`config.mk`:
```
export PLATFORM = sky130hd
export DESIGN_NAME = particle_motion_integrate
export DESIGN_NICKNAME = d
export VERILOG_FILES = /design/src/design/pmi_pkg.sv /design/src/design/pmi_mac.sv /design/src/design/pmi_seq.sv /design/src/design/particle_motion_integrate.sv
export SDC_FILE = /design/constraint.sdc
export NUM_CORES = 2
export LEC_CHECK = 0
export BUFFER_PORTS_ARGS = -buffer_cell sky130_fd_sc_hd__buf_2
export CAP_MARGIN = 0
export CORE_MARGIN = 10
export CORE_UTILIZATION = 30
export DETAILED_ROUTE_END_ITERATION = 10
export GPL_TIMING_DRIVEN = 0
export HOLD_SLACK_MARGIN = 0.06
export PLACE_DENSITY = 0.43
export SYNTH_ARGS = -nofsm -noshare
export SYNTH_HDL_FRONTEND = slang
export SYNTH_SLANG_ARGS = --single-unit
```
`constraint.sdc`:
```
create_clock -name clk -period 12.1 [get_ports clk]
set_clock_uncertainty 0.2 [all_clocks]
set_input_delay 0.605 -clock clk [delete_from_list [all_inputs] [get_ports clk]]
set_output_delay 0.605 -clock clk [all_outputs]
set_load 0.005 [all_outputs]
```
`src/design/pmi_pkg.sv`:
```
// pmi_pkg: shared types, constants and the operation schedule of the particle integrator
// used by pmi_seq, pmi_mac and particle_motion_integrate; depends on nothing
`timescale 1ns / 1ps
`default_nettype none

package pmi_pkg;

  localparam int MAX_PARTICLES_DEF = 4096;
  localparam int DATA_W            = 32;
  localparam int AGE_W             = 31;
  localparam int FRAC_W            = 16;
  localparam int PROD_W            = 2 * DATA_W;
  localparam int CFG_ADDR_W        = 2;
  localparam int STEP_W            = 4;

  // schedule positions
  localparam int FIRST_OP        = 0;
  localparam int FIRST_MOTION_OP = 7;
  localparam int LAST_OP         = 10;

  typedef enum logic [CFG_ADDR_W-1:0] {
    CFG_TIME_STEP = 2'd0,
    CFG_DRAG      = 2'd1,
    CFG_GRAVITY   = 2'd2,
    CFG_SKIP      = 2'd3
  } cfg_idx_t;

  typedef enum logic [1:0] {
    ST_IDLE,
    ST_RUN,
    ST_DONE
  } seq_state_t;

  // working registers of one particle
  typedef enum logic [3:0] {
    R_VX,
    R_VY,
    R_VZ,
    R_PX,
    R_PY,
    R_PZ,
    R_ANG,
    R_SPIN,
    R_T0,
    R_T1,
    R_T2,
    R_GRAV
  } reg_sel_t;

  typedef struct packed {
    reg_sel_t src;
    logic     use_drag;
    logic     accum;
    reg_sel_t dst;
  } op_t;

  typedef struct packed {
    logic load;
    logic issue;
    logic finish;
  } seq_ctrl_t;

  typedef struct packed {
    logic     vld;
    logic     accum;
    reg_sel_t dst;
  } mac_req_t;

  // dst <= (accum ? dst : 0) + src * (use_drag ? drag : dt)
  // spacing keeps every read after the write-back it depends on
  function automatic op_t sched(logic [STEP_W-1:0] step);
    op_t op;
    case (step)
      4'd0:    op = '{src: R_VX,   use_drag: 1'b1, accum: 1'b0, dst: R_T0};
      4'd1:    op = '{src: R_VY,   use_drag: 1'b1, accum: 1'b0, dst: R_T1};
      4'd2:    op = '{src: R_VZ,   use_drag: 1'b1, accum: 1'b0, dst: R_T2};
      4'd3:    op = '{src: R_T0,   use_drag: 1'b0, accum: 1'b1, dst: R_VX};
      4'd4:    op = '{src: R_T1,   use_drag: 1'b0, accum: 1'b1, dst: R_VY};
      4'd5:    op = '{src: R_T2,   use_drag: 1'b0, accum: 1'b1, dst: R_VZ};
      4'd6:    op = '{src: R_GRAV, use_drag: 1'b0, accum: 1'b1, dst: R_VY};
      4'd7:    op = '{src: R_VX,   use_drag: 1'b0, accum: 1'b1, dst: R_PX};
      4'd8:    op = '{src: R_VY,   use_drag: 1'b0, accum: 1'b1, dst: R_PY};
      4'd9:    op = '{src: R_VZ,   use_drag: 1'b0, accum: 1'b1, dst: R_PZ};
      default: op = '{src: R_SPIN, use_drag: 1'b0, accum: 1'b1, dst: R_ANG};
    endcase
    return op;
  endfunction

endpackage

`default_nettype wire

```
`src/design/pmi_mac.sv`:
```
// pmi_mac: shared q16.16 multiply with floor, saturation and saturating accumulate
// two stages: registered 32x32 product, then shift, clamp and add; uses pmi_pkg
`timescale 1ns / 1ps
`default_nettype none

module pmi_mac (
  input  wire logic                             clk,
  input  wire logic                             rst_n,
  input  wire pmi_pkg::mac_req_t                req,
  input  wire logic signed [pmi_pkg::DATA_W-1:0] op_a,
  input  wire logic signed [pmi_pkg::DATA_W-1:0] op_b,
  input  wire logic signed [pmi_pkg::DATA_W-1:0] acc,
  output pmi_pkg::mac_req_t                     res,
  output logic signed [pmi_pkg::DATA_W-1:0]     res_val
);

  localparam int DW = pmi_pkg::DATA_W;
  localparam int PW = pmi_pkg::PROD_W;
  localparam int FW = pmi_pkg::FRAC_W;
  localparam logic signed [DW-1:0] SMAX = {1'b0, {(DW-1){1'b1}}};
  localparam logic signed [DW-1:0] SMIN = {1'b1, {(DW-1){1'b0}}};

  logic signed [PW-1:0] prod_r;
  pmi_pkg::mac_req_t    req_r;

  logic signed [PW-1:0] shifted;
  logic [PW-FW-DW:0]    top_bits;
  logic                 ovf;
  logic signed [DW-1:0] q;
  logic signed [DW:0]   sum;
  logic signed [DW-1:0] sum_sat;

  always_ff @(posedge clk) begin
    prod_r <= PW'(op_a) * PW'(op_b);
    if (!rst_n) begin
      req_r <= '0;
    end else begin
      req_r <= req;
    end
  end

  always_comb begin
    // arithmetic shift is floor toward minus infinity
    shifted  = prod_r >>> FW;
    top_bits = shifted[PW-FW-1:DW-1];
    ovf      = !((&top_bits) || (top_bits == '0));
    if (ovf) begin
      q = prod_r[PW-1] ? SMIN : SMAX;
    end else begin
      q = shifted[DW-1:0];
    end
    sum = {acc[DW-1], acc} + {q[DW-1], q};
    if (sum[DW] != sum[DW-1]) begin
      sum_sat = sum[DW] ? SMIN : SMAX;
    end else begin
      sum_sat = sum[DW-1:0];
    end
    res_val = req_r.accum ? sum_sat : q;
    res     = req_r;
  end

endmodule

`default_nettype wire

```
`src/design/pmi_seq.sv`:
```
// pmi_seq: sequencer that walks the operation schedule for one particle
// drives the load, issue and finish strobes; uses pmi_pkg
`timescale 1ns / 1ps
`default_nettype none

module pmi_seq (
  input  wire logic         clk,
  input  wire logic         rst_n,
  input  wire logic         in_valid,
  input  wire logic         skip,
  input  wire logic         out_free,
  output logic              busy,
  output pmi_pkg::seq_ctrl_t ctrl,
  output pmi_pkg::op_t      op
);

  localparam int SW = pmi_pkg::STEP_W;
  localparam logic [SW-1:0] STEP_FIRST  = SW'(pmi_pkg::FIRST_OP);
  localparam logic [SW-1:0] STEP_MOTION = SW'(pmi_pkg::FIRST_MOTION_OP);
  localparam logic [SW-1:0] STEP_LAST   = SW'(pmi_pkg::LAST_OP);
  localparam logic [SW-1:0] STEP_DRAIN  = SW'(pmi_pkg::LAST_OP + 1);

  pmi_pkg::seq_state_t state_r, state_nxt;
  logic [SW-1:0]       step_r, step_nxt;

  always_ff @(posedge clk) begin
    if (!rst_n) begin
      state_r <= pmi_pkg::ST_IDLE;
      step_r  <= '0;
    end else begin
      state_r <= state_nxt;
      step_r  <= step_nxt;
    end
  end

  // next state
  always_comb begin
    state_nxt = state_r;
    step_nxt  = step_r;
    case (state_r)
      pmi_pkg::ST_IDLE: begin
        if (in_valid) begin
          state_nxt = pmi_pkg::ST_RUN;
          step_nxt  = skip ? STEP_MOTION : STEP_FIRST;
        end
      end
      pmi_pkg::ST_RUN: begin
        step_nxt = step_r + 1'b1;
        // last write-back lands in the drain step
        if (step_r == STEP_DRAIN) begin
          state_nxt = pmi_pkg::ST_DONE;
        end
      end
      pmi_pkg::ST_DONE: begin
        if (out_free) begin
          state_nxt = pmi_pkg::ST_IDLE;
        end
      end
      default: begin
        state_nxt = pmi_pkg::ST_IDLE;
      end
    endcase
  end

  // outputs
  always_comb begin
    ctrl = '0;
    busy = 1'b1;
    op   = pmi_pkg::sched(step_r);
    case (state_r)
      pmi_pkg::ST_IDLE: begin
        busy      = 1'b0;
        ctrl.load = in_valid;
      end
      pmi_pkg::ST_RUN: begin
        ctrl.issue = (step_r <= STEP_LAST);
      end
      pmi_pkg::ST_DONE: begin
        ctrl.finish = out_free;
      end
      default: begin
        busy = 1'b1;
      end
    endcase
  end

endmodule

`default_nettype wire

```
`src/design/particle_motion_integrate.sv`:
```
// particle_motion_integrate: euler step for one particle record per beat
// a beat is loaded into the working record, the schedule runs, then the result is registered
// a new particle is taken only after the last result was handed on; eleven (or four with
//   skip_forces) multiplies run one after another on the single shared multiplier
// reset: synchronous active-low rst_n clears config, survivor count and handshake state
// depends on pmi_pkg, pmi_seq and pmi_mac
`timescale 1ns / 1ps
`default_nettype none

module particle_motion_integrate #(
  parameter int MAX_PARTICLES = pmi_pkg::MAX_PARTICLES_DEF,
  localparam int CNT_W = $clog2(MAX_PARTICLES + 1)
) (
  input  wire logic                                  clk,
  input  wire logic                                  rst_n,
  input  wire logic                                  cfg_we,
  input  wire logic [pmi_pkg::CFG_ADDR_W-1:0]        cfg_addr,
  input  wire logic [pmi_pkg::DATA_W-1:0]            cfg_wdata,
  input  wire logic                                  in_valid,
  output logic                                       in_stall,
  input  wire logic                                  in_first_of_frame,
  input  wire logic [pmi_pkg::AGE_W-1:0]             in_age_in,
  input  wire logic [pmi_pkg::AGE_W-1:0]             in_lifetime_in,
  input  wire logic signed [pmi_pkg::DATA_W-1:0]     in_pos_x_in,
  input  wire logic signed [pmi_pkg::DATA_W-1:0]     in_pos_y_in,
  input  wire logic signed [pmi_pkg::DATA_W-1:0]     in_pos_z_in,
  input  wire logic signed [pmi_pkg::DATA_W-1:0]     in_vel_x_in,
  input  wire logic signed [pmi_pkg::DATA_W-1:0]     in_vel_y_in,
  input  wire logic signed [pmi_pkg::DATA_W-1:0]     in_vel_z_in,
  input  wire logic signed [pmi_pkg::DATA_W-1:0]     in_angle_in,
  input  wire logic signed [pmi_pkg::DATA_W-1:0]     in_spin_in,
  output logic                                       out_valid,
  input  wire logic                                  out_stall,
  output logic                                       out_alive,
  output logic [CNT_W-1:0]                           out_survivor_count,
  output logic [pmi_pkg::AGE_W-1:0]                  out_age_out,
  output logic [pmi_pkg::AGE_W-1:0]                  out_lifetime_out,
  output logic signed [pmi_pkg::DATA_W-1:0]          out_pos_x_out,
  output logic signed [pmi_pkg::DATA_W-1:0]          out_pos_y_out,
  output logic signed [pmi_pkg::DATA_W-1:0]          out_pos_z_out,
  output logic signed [pmi_pkg::DATA_W-1:0]          out_vel_x_out,
  output logic signed [pmi_pkg::DATA_W-1:0]          out_vel_y_out,
  output logic signed [pmi_pkg::DATA_W-1:0]          out_vel_z_out,
  output logic signed [pmi_pkg::DATA_W-1:0]          out_angle_out,
  output logic signed [pmi_pkg::DATA_W-1:0]          out_spin_out
);

  localparam int DW = pmi_pkg::DATA_W;
  localparam int AW = pmi_pkg::AGE_W;
  localparam logic [CNT_W-1:0] CNT_MAX = CNT_W'(MAX_PARTICLES);

  // configuration
  logic [AW-1:0]        time_step_r;
  logic signed [DW-1:0] drag_r;
  logic signed [DW-1:0] grav_r;
  logic                 skip_r;

  // working record
  logic signed [DW-1:0] vx_r, vy_r, vz_r, px_r, py_r, pz_r, ang_r, spin_r;
  logic signed [DW-1:0] t0_r, t1_r, t2_r;
  logic [AW-1:0]        age_r, life_r;
  logic                 first_r;

  logic [CNT_W-1:0]     cnt_r, cnt_nxt, cnt_base;
  logic                 out_valid_r;

  pmi_pkg::seq_ctrl_t   ctrl;
  pmi_pkg::op_t         op;
  pmi_pkg::mac_req_t    req, res;
  logic signed [DW-1:0] op_a, op_b, acc, res_val;
  logic                 busy, out_free, alive;
  logic [AW:0]          age_sum;
  logic [AW-1:0]        age_sat;

  assign out_free = !out_valid_r || !out_stall;
  assign in_stall = busy;
  assign out_valid = out_valid_r;

  pmi_seq u_seq (
    .clk      (clk),
    .rst_n    (rst_n),
    .in_valid (in_valid),
    .skip     (skip_r),
    .out_free (out_free),
    .busy     (busy),
    .ctrl     (ctrl),
    .op       (op)
  );

  function automatic logic signed [DW-1:0] pick(
    pmi_pkg::reg_sel_t s,
    logic signed [DW-1:0] vx, logic signed [DW-1:0] vy, logic signed [DW-1:0] vz,
    logic signed [DW-1:0] px, logic signed [DW-1:0] py, logic signed [DW-1:0] pz,
    logic signed [DW-1:0] ang, logic signed [DW-1:0] spin,
    logic signed [DW-1:0] t0, logic signed [DW-1:0] t1, logic signed [DW-1:0] t2,
    logic signed [DW-1:0] grav
  );
    logic signed [DW-1:0] v;
    case (s)
      pmi_pkg::R_VX:   v = vx;
      pmi_pkg::R_VY:   v = vy;
      pmi_pkg::R_VZ:   v = vz;
      pmi_pkg::R_PX:   v = px;
      pmi_pkg::R_PY:   v = py;
      pmi_pkg::R_PZ:   v = pz;
      pmi_pkg::R_ANG:  v = ang;
      pmi_pkg::R_SPIN: v = spin;
      pmi_pkg::R_T0:   v = t0;
      pmi_pkg::R_T1:   v = t1;
      pmi_pkg::R_T2:   v = t2;
      pmi_pkg::R_GRAV: v = grav;
      default:         v = '0;
    endcase
    return v;
  endfunction

  always_comb begin
    op_a = pick(op.src, vx_r, vy_r, vz_r, px_r, py_r, pz_r, ang_r, spin_r,
                t0_r, t1_r, t2_r, grav_r);
    op_b = op.use_drag ? drag_r : $signed({1'b0, time_step_r});
    req.vld   = ctrl.issue;
    req.accum = op.accum;
    req.dst   = op.dst;
    // accumulator follows the destination of the op in write-back
    acc = pick(res.dst, vx_r, vy_r, vz_r, px_r, py_r, pz_r, ang_r, spin_r,
               t0_r, t1_r, t2_r, grav_r);
  end

  pmi_mac u_mac (
    .clk     (clk),
    .rst_n   (rst_n),
    .req     (req),
    .op_a    (op_a),
    .op_b    (op_b),
    .acc     (acc),
    .res     (res),
    .res_val (res_val)
  );

  always_comb begin
    age_sum = {1'b0, in_age_in} + {1'b0, time_step_r};
    age_sat = age_sum[AW] ? {AW{1'b1}} : age_sum[AW-1:0];
    alive   = age_r < life_r;
    cnt_base = first_r ? '0 : cnt_r;
    cnt_nxt  = cnt_base;
    if (alive && (cnt_base < CNT_MAX)) begin
      cnt_nxt = cnt_base + 1'b1;
    end
  end

  always_ff @(posedge clk) begin
    if (!rst_n) begin
      time_step_r <= '0;
      drag_r      <= '0;
      grav_r      <= '0;
      skip_r      <= 1'b0;
    end else if (cfg_we) begin
      case (pmi_pkg::cfg_idx_t'(cfg_addr))
        pmi_pkg::CFG_TIME_STEP: time_step_r <= cfg_wdata[AW-1:0];
        pmi_pkg::CFG_DRAG:      drag_r      <= $signed(cfg_wdata);
        pmi_pkg::CFG_GRAVITY:   grav_r      <= $signed(cfg_wdata);
        pmi_pkg::CFG_SKIP:      skip_r      <= cfg_wdata[0];
        default:                skip_r      <= skip_r;
      endcase
    end
  end

  always_ff @(posedge clk) begin
    if (ctrl.load) begin
      vx_r    <= in_vel_x_in;
      vy_r    <= in_vel_y_in;
      vz_r    <= in_vel_z_in;
      px_r    <= in_pos_x_in;
      py_r    <= in_pos_y_in;
      pz_r    <= in_pos_z_in;
      ang_r   <= in_angle_in;
      spin_r  <= in_spin_in;
      age_r   <= age_sat;
      life_r  <= in_lifetime_in;
      first_r <= in_first_of_frame;
    end else if (res.vld) begin
      case (res.dst)
        pmi_pkg::R_VX:  vx_r  <= res_val;
        pmi_pkg::R_VY:  vy_r  <= res_val;
        pmi_pkg::R_VZ:  vz_r  <= res_val;
        pmi_pkg::R_PX:  px_r  <= res_val;
        pmi_pkg::R_PY:  py_r  <= res_val;
        pmi_pkg::R_PZ:  pz_r  <= res_val;
        pmi_pkg::R_ANG: ang_r <= res_val;
        pmi_pkg::R_T0:  t0_r  <= res_val;
        pmi_pkg::R_T1:  t1_r  <= res_val;
        pmi_pkg::R_T2:  t2_r  <= res_val;
        default:        spin_r <= spin_r;
      endcase
    end
  end

  always_ff @(posedge clk) begin
    if (!rst_n) begin
      cnt_r       <= '0;
      out_valid_r <= 1'b0;
    end else begin
      if (ctrl.finish) begin
        cnt_r       <= cnt_nxt;
        out_valid_r <= 1'b1;
      end else if (!out_stall) begin
        out_valid_r <= 1'b0;
      end
    end
  end

  always_ff @(posedge clk) begin
    if (ctrl.finish) begin
      out_alive          <= alive;
      out_survivor_count <= cnt_nxt;
      out_age_out        <= age_r;
      out_lifetime_out   <= life_r;
      out_pos_x_out      <= px_r;
      out_pos_y_out      <= py_r;
      out_pos_z_out      <= pz_r;
      out_vel_x_out      <= vx_r;
      out_vel_y_out      <= vy_r;
      out_vel_z_out      <= vz_r;
      out_angle_out      <= ang_r;
      out_spin_out       <= spin_r;
    end
  end

`ifndef SYNTHESIS
  a_count_bound: assert property (@(posedge clk) disable iff (!rst_n)
    out_valid_r |-> (out_survivor_count <= CNT_MAX))
    else $error("survivor count above limit");

  a_alive_match: assert property (@(posedge clk) disable iff (!rst_n)
    out_valid_r |-> (out_alive == (out_age_out < out_lifetime_out)))
    else $error("alive flag disagrees with age and lifetime");

  a_wb_busy: assert property (@(posedge clk) disable iff (!rst_n)
    res.vld |-> in_stall)
    else $error("write-back while idle");

  a_finish_quiet: assert property (@(posedge clk) disable iff (!rst_n)
    ctrl.finish |-> (!res.vld && !ctrl.issue))
    else $error("result taken while multiplier still busy");

  a_load_step: assert property (@(posedge clk) disable iff (!rst_n)
    ctrl.load |=> (in_stall && !out_valid_r) || in_stall)
    else $error("input taken without going busy");
`endif

endmodule

`default_nettype wire
```
==> Word level (Yosys, flattened, before mapping) <==
Memory sizes are Yosys's and may differ from the RTL's. A register that Yosys moved wholly into a read port is not among the register bits.
Cells that the tools add are included.
{ "classes": {"addsub": 4, "n_mul": 1, "magnitude_cmp": 3, "eq_ne": 33, "mux": 45, "bitwise": 1, "n_reduce_logical": 37} }
{ "ops": {"columns": ["operator", "n"], "rows": [
  ["2-to-1 mux 32 bit", 27],
  ["one-hot mux 32 bit (12 select lines)", 2],
  ["multiplier 32 x 32 -> 64 bit", 1],
  ["equality test 4 bit (second input constant)", 9],
  ["adder 32 x 32 -> 33 bit", 1],
  ["adder 31 x 31 -> 32 bit", 1],
  ["equality test 4 x 3 -> 1 bit (second input constant)", 8],
  ["< comparator 31 bit", 1],
  ["2-to-1 mux 13 bit", 2],
  ["AND reduction 2 bit", 13],
  ["nonzero test 2 bit", 9],
  ["logical NOT 17 bit", 1],
  ["AND reduction 17 bit", 1],
  ["equality test 4 x 2 -> 1 bit (second input constant)", 4],
  ["adder 13 x 1 -> 13 bit (second input constant)", 1],
  ["< comparator 13 bit (second input constant)", 1],
  ["2-to-1 mux 4 bit", 3],
  ["AND reduction 3 bit", 4],
  ["equality test 4 x 1 -> 1 bit (second input constant)", 2],
  ["logical NOT 4 bit", 2],
  ["one-hot mux 4 bit (2 select lines)", 1],
  ["equality test 2 bit (second input constant)", 3],
  ["2-to-1 mux 2 bit", 3],
  ["!= test 2 x 1 -> 1 bit (second input constant)", 3],
  ["13 further kinds", 21]
]} }
{ "word_totals": {"regBits": 933, "rom_bits": 160, "inputBits": 358, "word_cells": 163, "mem_count": 1} }
{ "memory_table": {"columns": ["name", "words", "width", "rd", "rd_ports_with_merged_regs", "write_ports", "line", "text"], "rows": [
  ["(name not given)", 16, 10, 1, 1, 0, "pmi_pkg.sv:73", "case (step)"]
]} }

==> Longest topological paths before layout <==
{ "depth": {"ltp_word": 10, "mapped_depth": 37} }

==> Cells and area by module <==
From an unflattened synthesis, not the netlist that was laid out.
{ "unflattened": {"cells_unflattened": 7161, "hier_area_um2": 76626.0} }
{ "modules_own_cells": {"columns": ["mod", "instances", "cells_each", "area_per_inst_um2", "seq_area_each_um2"], "rows": [
  ["pmi_mac", 1, 4141, 38814.7, 1081.0],
  ["particle_motion_integrate", 1, 2927, 36929.2, 24633.6],
  ["pmi_seq", 1, 93, 882.1, 300.3]
]} }

==> Worst setup path after synthesis <==
No wires, ideal clock.
{ "synth_timing": {"path_type": "reg2reg", "start": "register, netlist name u_seq.op[6]", "end": "register u_mac.prod_r[61]", "setup_time_ps": 142, "arrival_ps": 9414, "required_time_ps": 11758, "path_slack_ps": 2344, "path_stages_with_launch": 36, "path_buffers": 5, "period_less_slack_ps": 9756, "cell_sequence": "dfxtp_1 -> buf_4 -> buf_2 -> nand2b_1 -> nor3_1 -> clkbuf_1 -> buf_1 -> a22oi_1 -> nand4_1 -> or2_2 -> clkbuf_1 -> nand2_1 -> inv_1 -> fa_1 -> fa_1 -> fa_1 -> inv_1 -> fa_1 -> inv_1 -> fa_1 -> fa_1 -> inv_1 -> fa_1 -> inv_1 -> fa_1 -> ha_1 -> a21o_1 -> a21o_1 -> a21o_1 -> a21o_1 -> a21o_1 -> a21o_1 -> a21oi_1 -> nor3b_1 -> o211a_1 -> a311oi_2"} }
{ "synth_between": {"elab_chain_len": 3, "elab_cells_between_ends": 14, "cone_classes": "mul: 1; eq/ne: 11; mux: 1; reduce/logical: 1"} }
{ "synth_lines": {"columns": ["item", "line", "text"], "rows": [
  ["equality test 4 bit (tied with other cells)", "particle_motion_integrate.sv:99", "case (s)"],
  ["one-hot mux 32 bit (12 select lines) *", "particle_motion_integrate.sv:99", null],
  ["multiplier 32 x 32 -> 64 bit *", "pmi_mac.sv:34", "prod_r <= PW'(op_a) * PW'(op_b);"],
  ["to (signal assigned)", "pmi_mac.sv:34", null],
  ["to (decl)", "pmi_mac.sv:23", "logic signed [PW-1:0] prod_r;"]
]} }
Mark *: on every way between the ends. The rest lies on a longest branch, timed or not.
A chain may end at the register's enable or synchronous reset.

==> Worst setup path in the final report <==
{ "layout_timing": {"start": "register, netlist name u_seq.op[8]", "end": "register u_mac.prod_r[59]"} }
{ "layout_between": {"elab_chain_len": 3, "elab_cells_between_ends": 14, "cone_classes": "mul: 1; eq/ne: 11; mux: 1; reduce/logical: 1"} }
{ "layout_lines": {"columns": ["item", "line"], "rows": [
  ["equality test 4 bit (tied with other cells)", "particle_motion_integrate.sv:99"],
  ["one-hot mux 32 bit (12 select lines) *", "particle_motion_integrate.sv:99"],
  ["multiplier 32 x 32 -> 64 bit *", "pmi_mac.sv:34"]
]} }
Marked as above.

==> out/metrics.csv <==
metric,value,unit
cell mode on critical path,fa_1,
Worst Max-Slew Pin Slew,1.70,ns
Post-Syn Area per Cell,10.4,sq um
final setup fails,3,
Netlist Area Pre-Place,76100,sq um
largest net degree at the start of global routing,120,
leading area contributor after synthesis,edfxtp_1,
initial core utilization,30.2,%
DRT Pass-1 Iters,6,
Finished Layout Cells,12000,
synth-to-layout area growth,20.9,%
Post-synth EDFFs,747,
run status,"complete, but fails checks",
post-route cell area,92000,sq um
CP arrival,12.59,ns
synthesis warning total,0,
Clock Latency Late Sink,0.84,ns
"Clk pin slew, worst setup/hold paths",0.07,ns
Clk network pwr share,19.4,%
"Period Utilization, post-route",100,%
power per cell area,188,nW/um^2
CP max-delay cell,fa_1,
DP HPWL,345000,um
Placement Cell Area,84800,sq um
Worst Slack Setup Final,-0.0462,ns
Final min period,12.15,ns
core footprint,252000,sq um
fmax,82.3,MHz
Reg power frac,25.2,%
"Seq/Total Area, Yosys",34.2,%
CP peak stage delay,0.72,ns
"Slew Viols, Final",97,
GRT Total Usage,30.2,%
area share of the largest cell type after synthesis,29.5,%
Largest Register,u_mac.prod_r,
CTS tree,done,
CP Max Fanout,10,
P_sw,8410,uW
htree depth,3,
Yosys cell types,88,
area of the multi-input gates,45000,sq um
switching share of power,48.7,%
LEAKAGE,0.0396,uW
Worst setup SP type,register,
placed cells,11400,
Max-cap violations,15,
"Remaining Overflow, GRT",0,
number of global-route vias before repair,67100,
async set-reset flop share out of synthesis,0,%
WS Path Type,reg -> reg,
# fillers,25600,
top_reg_cell synth,edfxtp_1,
final hold vios,0,
initial antenna violation count,61,
failing checks,"capacitance limit, slew limit, setup timing",
Storage cell area,26000,sq um
worst vdd ir,0.151,mV
final WL,423000,um
Worst setup EP type,register,
#FFs+latches synth,926,
number of remaining DRC errors,0,
# rows,184,
# port buffers,690,
max FFs per register,48,
DIE WIDTH,524,um
Slew HR,-13.2,%
CP Data Required Time,12.54,ns
HP Class,in -> reg,
post-layout util,36.5,%
Vias/cell,5.47,
global-route wire length before repair,570000,um
syn_nets,9038,
clock buffer depth,3,
vias,65400,
WL/cell,35.4,um
fin nets,10200,
initial DRC count,7813,
Logic pwr share,55.4,%
Synth area leaders,"edfxtp_1 (29%), fa_1 (28%), nand2_1 (5.4%)",
IO Pins,692,
fraction of layout cells with a size suffix above 1,13.9,%
Post-Syn Instances,7315,
Num CTS Buffers,109,
clk root buf,clkbuf_16,
total die area,274000,sq um
GP Congestion,0.998,
antenna-violating nets left,0,
CTS Sinks,926,
chip height,524,um
internal power,8850,uW
final timing paths:
kind / startpoint / end / slack, ns / depth (start not counted)
hold / removal: in_vel_z_in[4] / vz_r[4]$_DFFE_PP_ / 0.09 / 3
setup reg to reg: u_seq.op[8]$_SDFF_PN0_ / u_mac.prod_r[59]$_DFF_P_ / -0.05 / 29
setup / recovery: u_seq.op[8]$_SDFF_PN0_ / u_mac.prod_r[59]$_DFF_P_ / -0.05 / 29
hold reg to reg: life_r[5]$_DFFE_PP_ / out_lifetime_out[5]$_DFFE_PP_ / 0.22 / 0
synth_stat cells (all sizes together) (35+ instances only):
master     n
a21o     143
a21oi    262
a221oi   117
a22o     115
a22oi    135
a31oi     48
and3      49
buf       41
clkbuf   331
dfxtp    179
edfxtp   747
fa      1083
ha       282
inv     1057
nand2   1091
nand2b    37
nand3     97
nand4     56
nor2     628
nor3      51
o211ai    35
o21ai    232
xnor2     61
xor2      39
critical path, delay by kind of cell (launching register included):
| family | cells | cell delay [ns] |
|---|---|---|
| DFF | 1 | 0.35 |
| buffers and inverters | 9 | 2.82 |
| AOI/OAI and AO/OA | 4 | 1.58 |
| adders and majority gates | 9 | 4.65 |
| and+or+nand+nor | 7 | 2.25 |
final cells by class:
type	count	share of cell area [%]
timing repair buffer	1075	8.31
clock buffer	137	3.18
clock inverter	68	0.759
antenna	38	0.103
sequential	926	28.3
multi-input combinational	4959	48.9
tap	3348	4.55
buffer	350	1.65
inverter	1058	4.33
what timing repair did:
item                                   CTS  global route
resized for setup                       74            63
endpoints found under the hold margin  378             1
pin swaps                                3             6
hold buffers                           318             1
buffers inserted                         7            12
setup endpoints to repair               43            23
power groups by stage:
stage          clock [uW]  combinational (uW)  sequential, uW
2_1_floorplan           0                5340            4140
3_3_place_gp            0                9170            4400
3_5_place_dp            0                9260            4390
4_1_cts              3410                9420            4330
5_1_grt              3540               10200            4350
6_report             3350                9560            4350
layout by cell type (no fill, tap or decap), types with 179 or more instances in the layout:
master and instances:
nand2_1 1084, fa_1 1081, inv_1 1055, edfxtp_1 747, buf_2 712, nor2_1 617
dlygate4sd3_1 319, ha_1 282, a21oi_1 251, clkbuf_1 244, o21ai_0 223, dfxtp_1 179
through the flow:
step                      total power [uW]  setup WS [ns]  hold slack (ns)   TNS, ns
after floorplan                       9470           2.34            0.212         0
after global placement               13600          -2.20            0.231   -266.69
after detailed placement             13700          -1.80            0.219    -41.87
after CTS                            17200         0.0140           0.0604         0
after global routing                 18000       -0.00216           0.0675  -0.00216
final                                17300        -0.0462           0.0871    -0.105
kinds of logic after synthesis:
group	share of synthesized area (%)
mux	0.909
compound gates	11.3
fa+ha+maj	33.1
buf+inv	7.10
xor+xnor	1.15
flops	34.2
simple gates	12.2
layer usage:
layer / up-vias / track usage [%] / share of wire (%)
li1: 26700 / - / -
met1: 34100 / 40.0 / 41
met2: 3786 / 45.3 / 43
met3: 850 / 7.05 / 9.3
met4: 16 / 17.3 / 7.1
met5: - / 0.104 / 0.027
(Power assumes the default switching activity.)
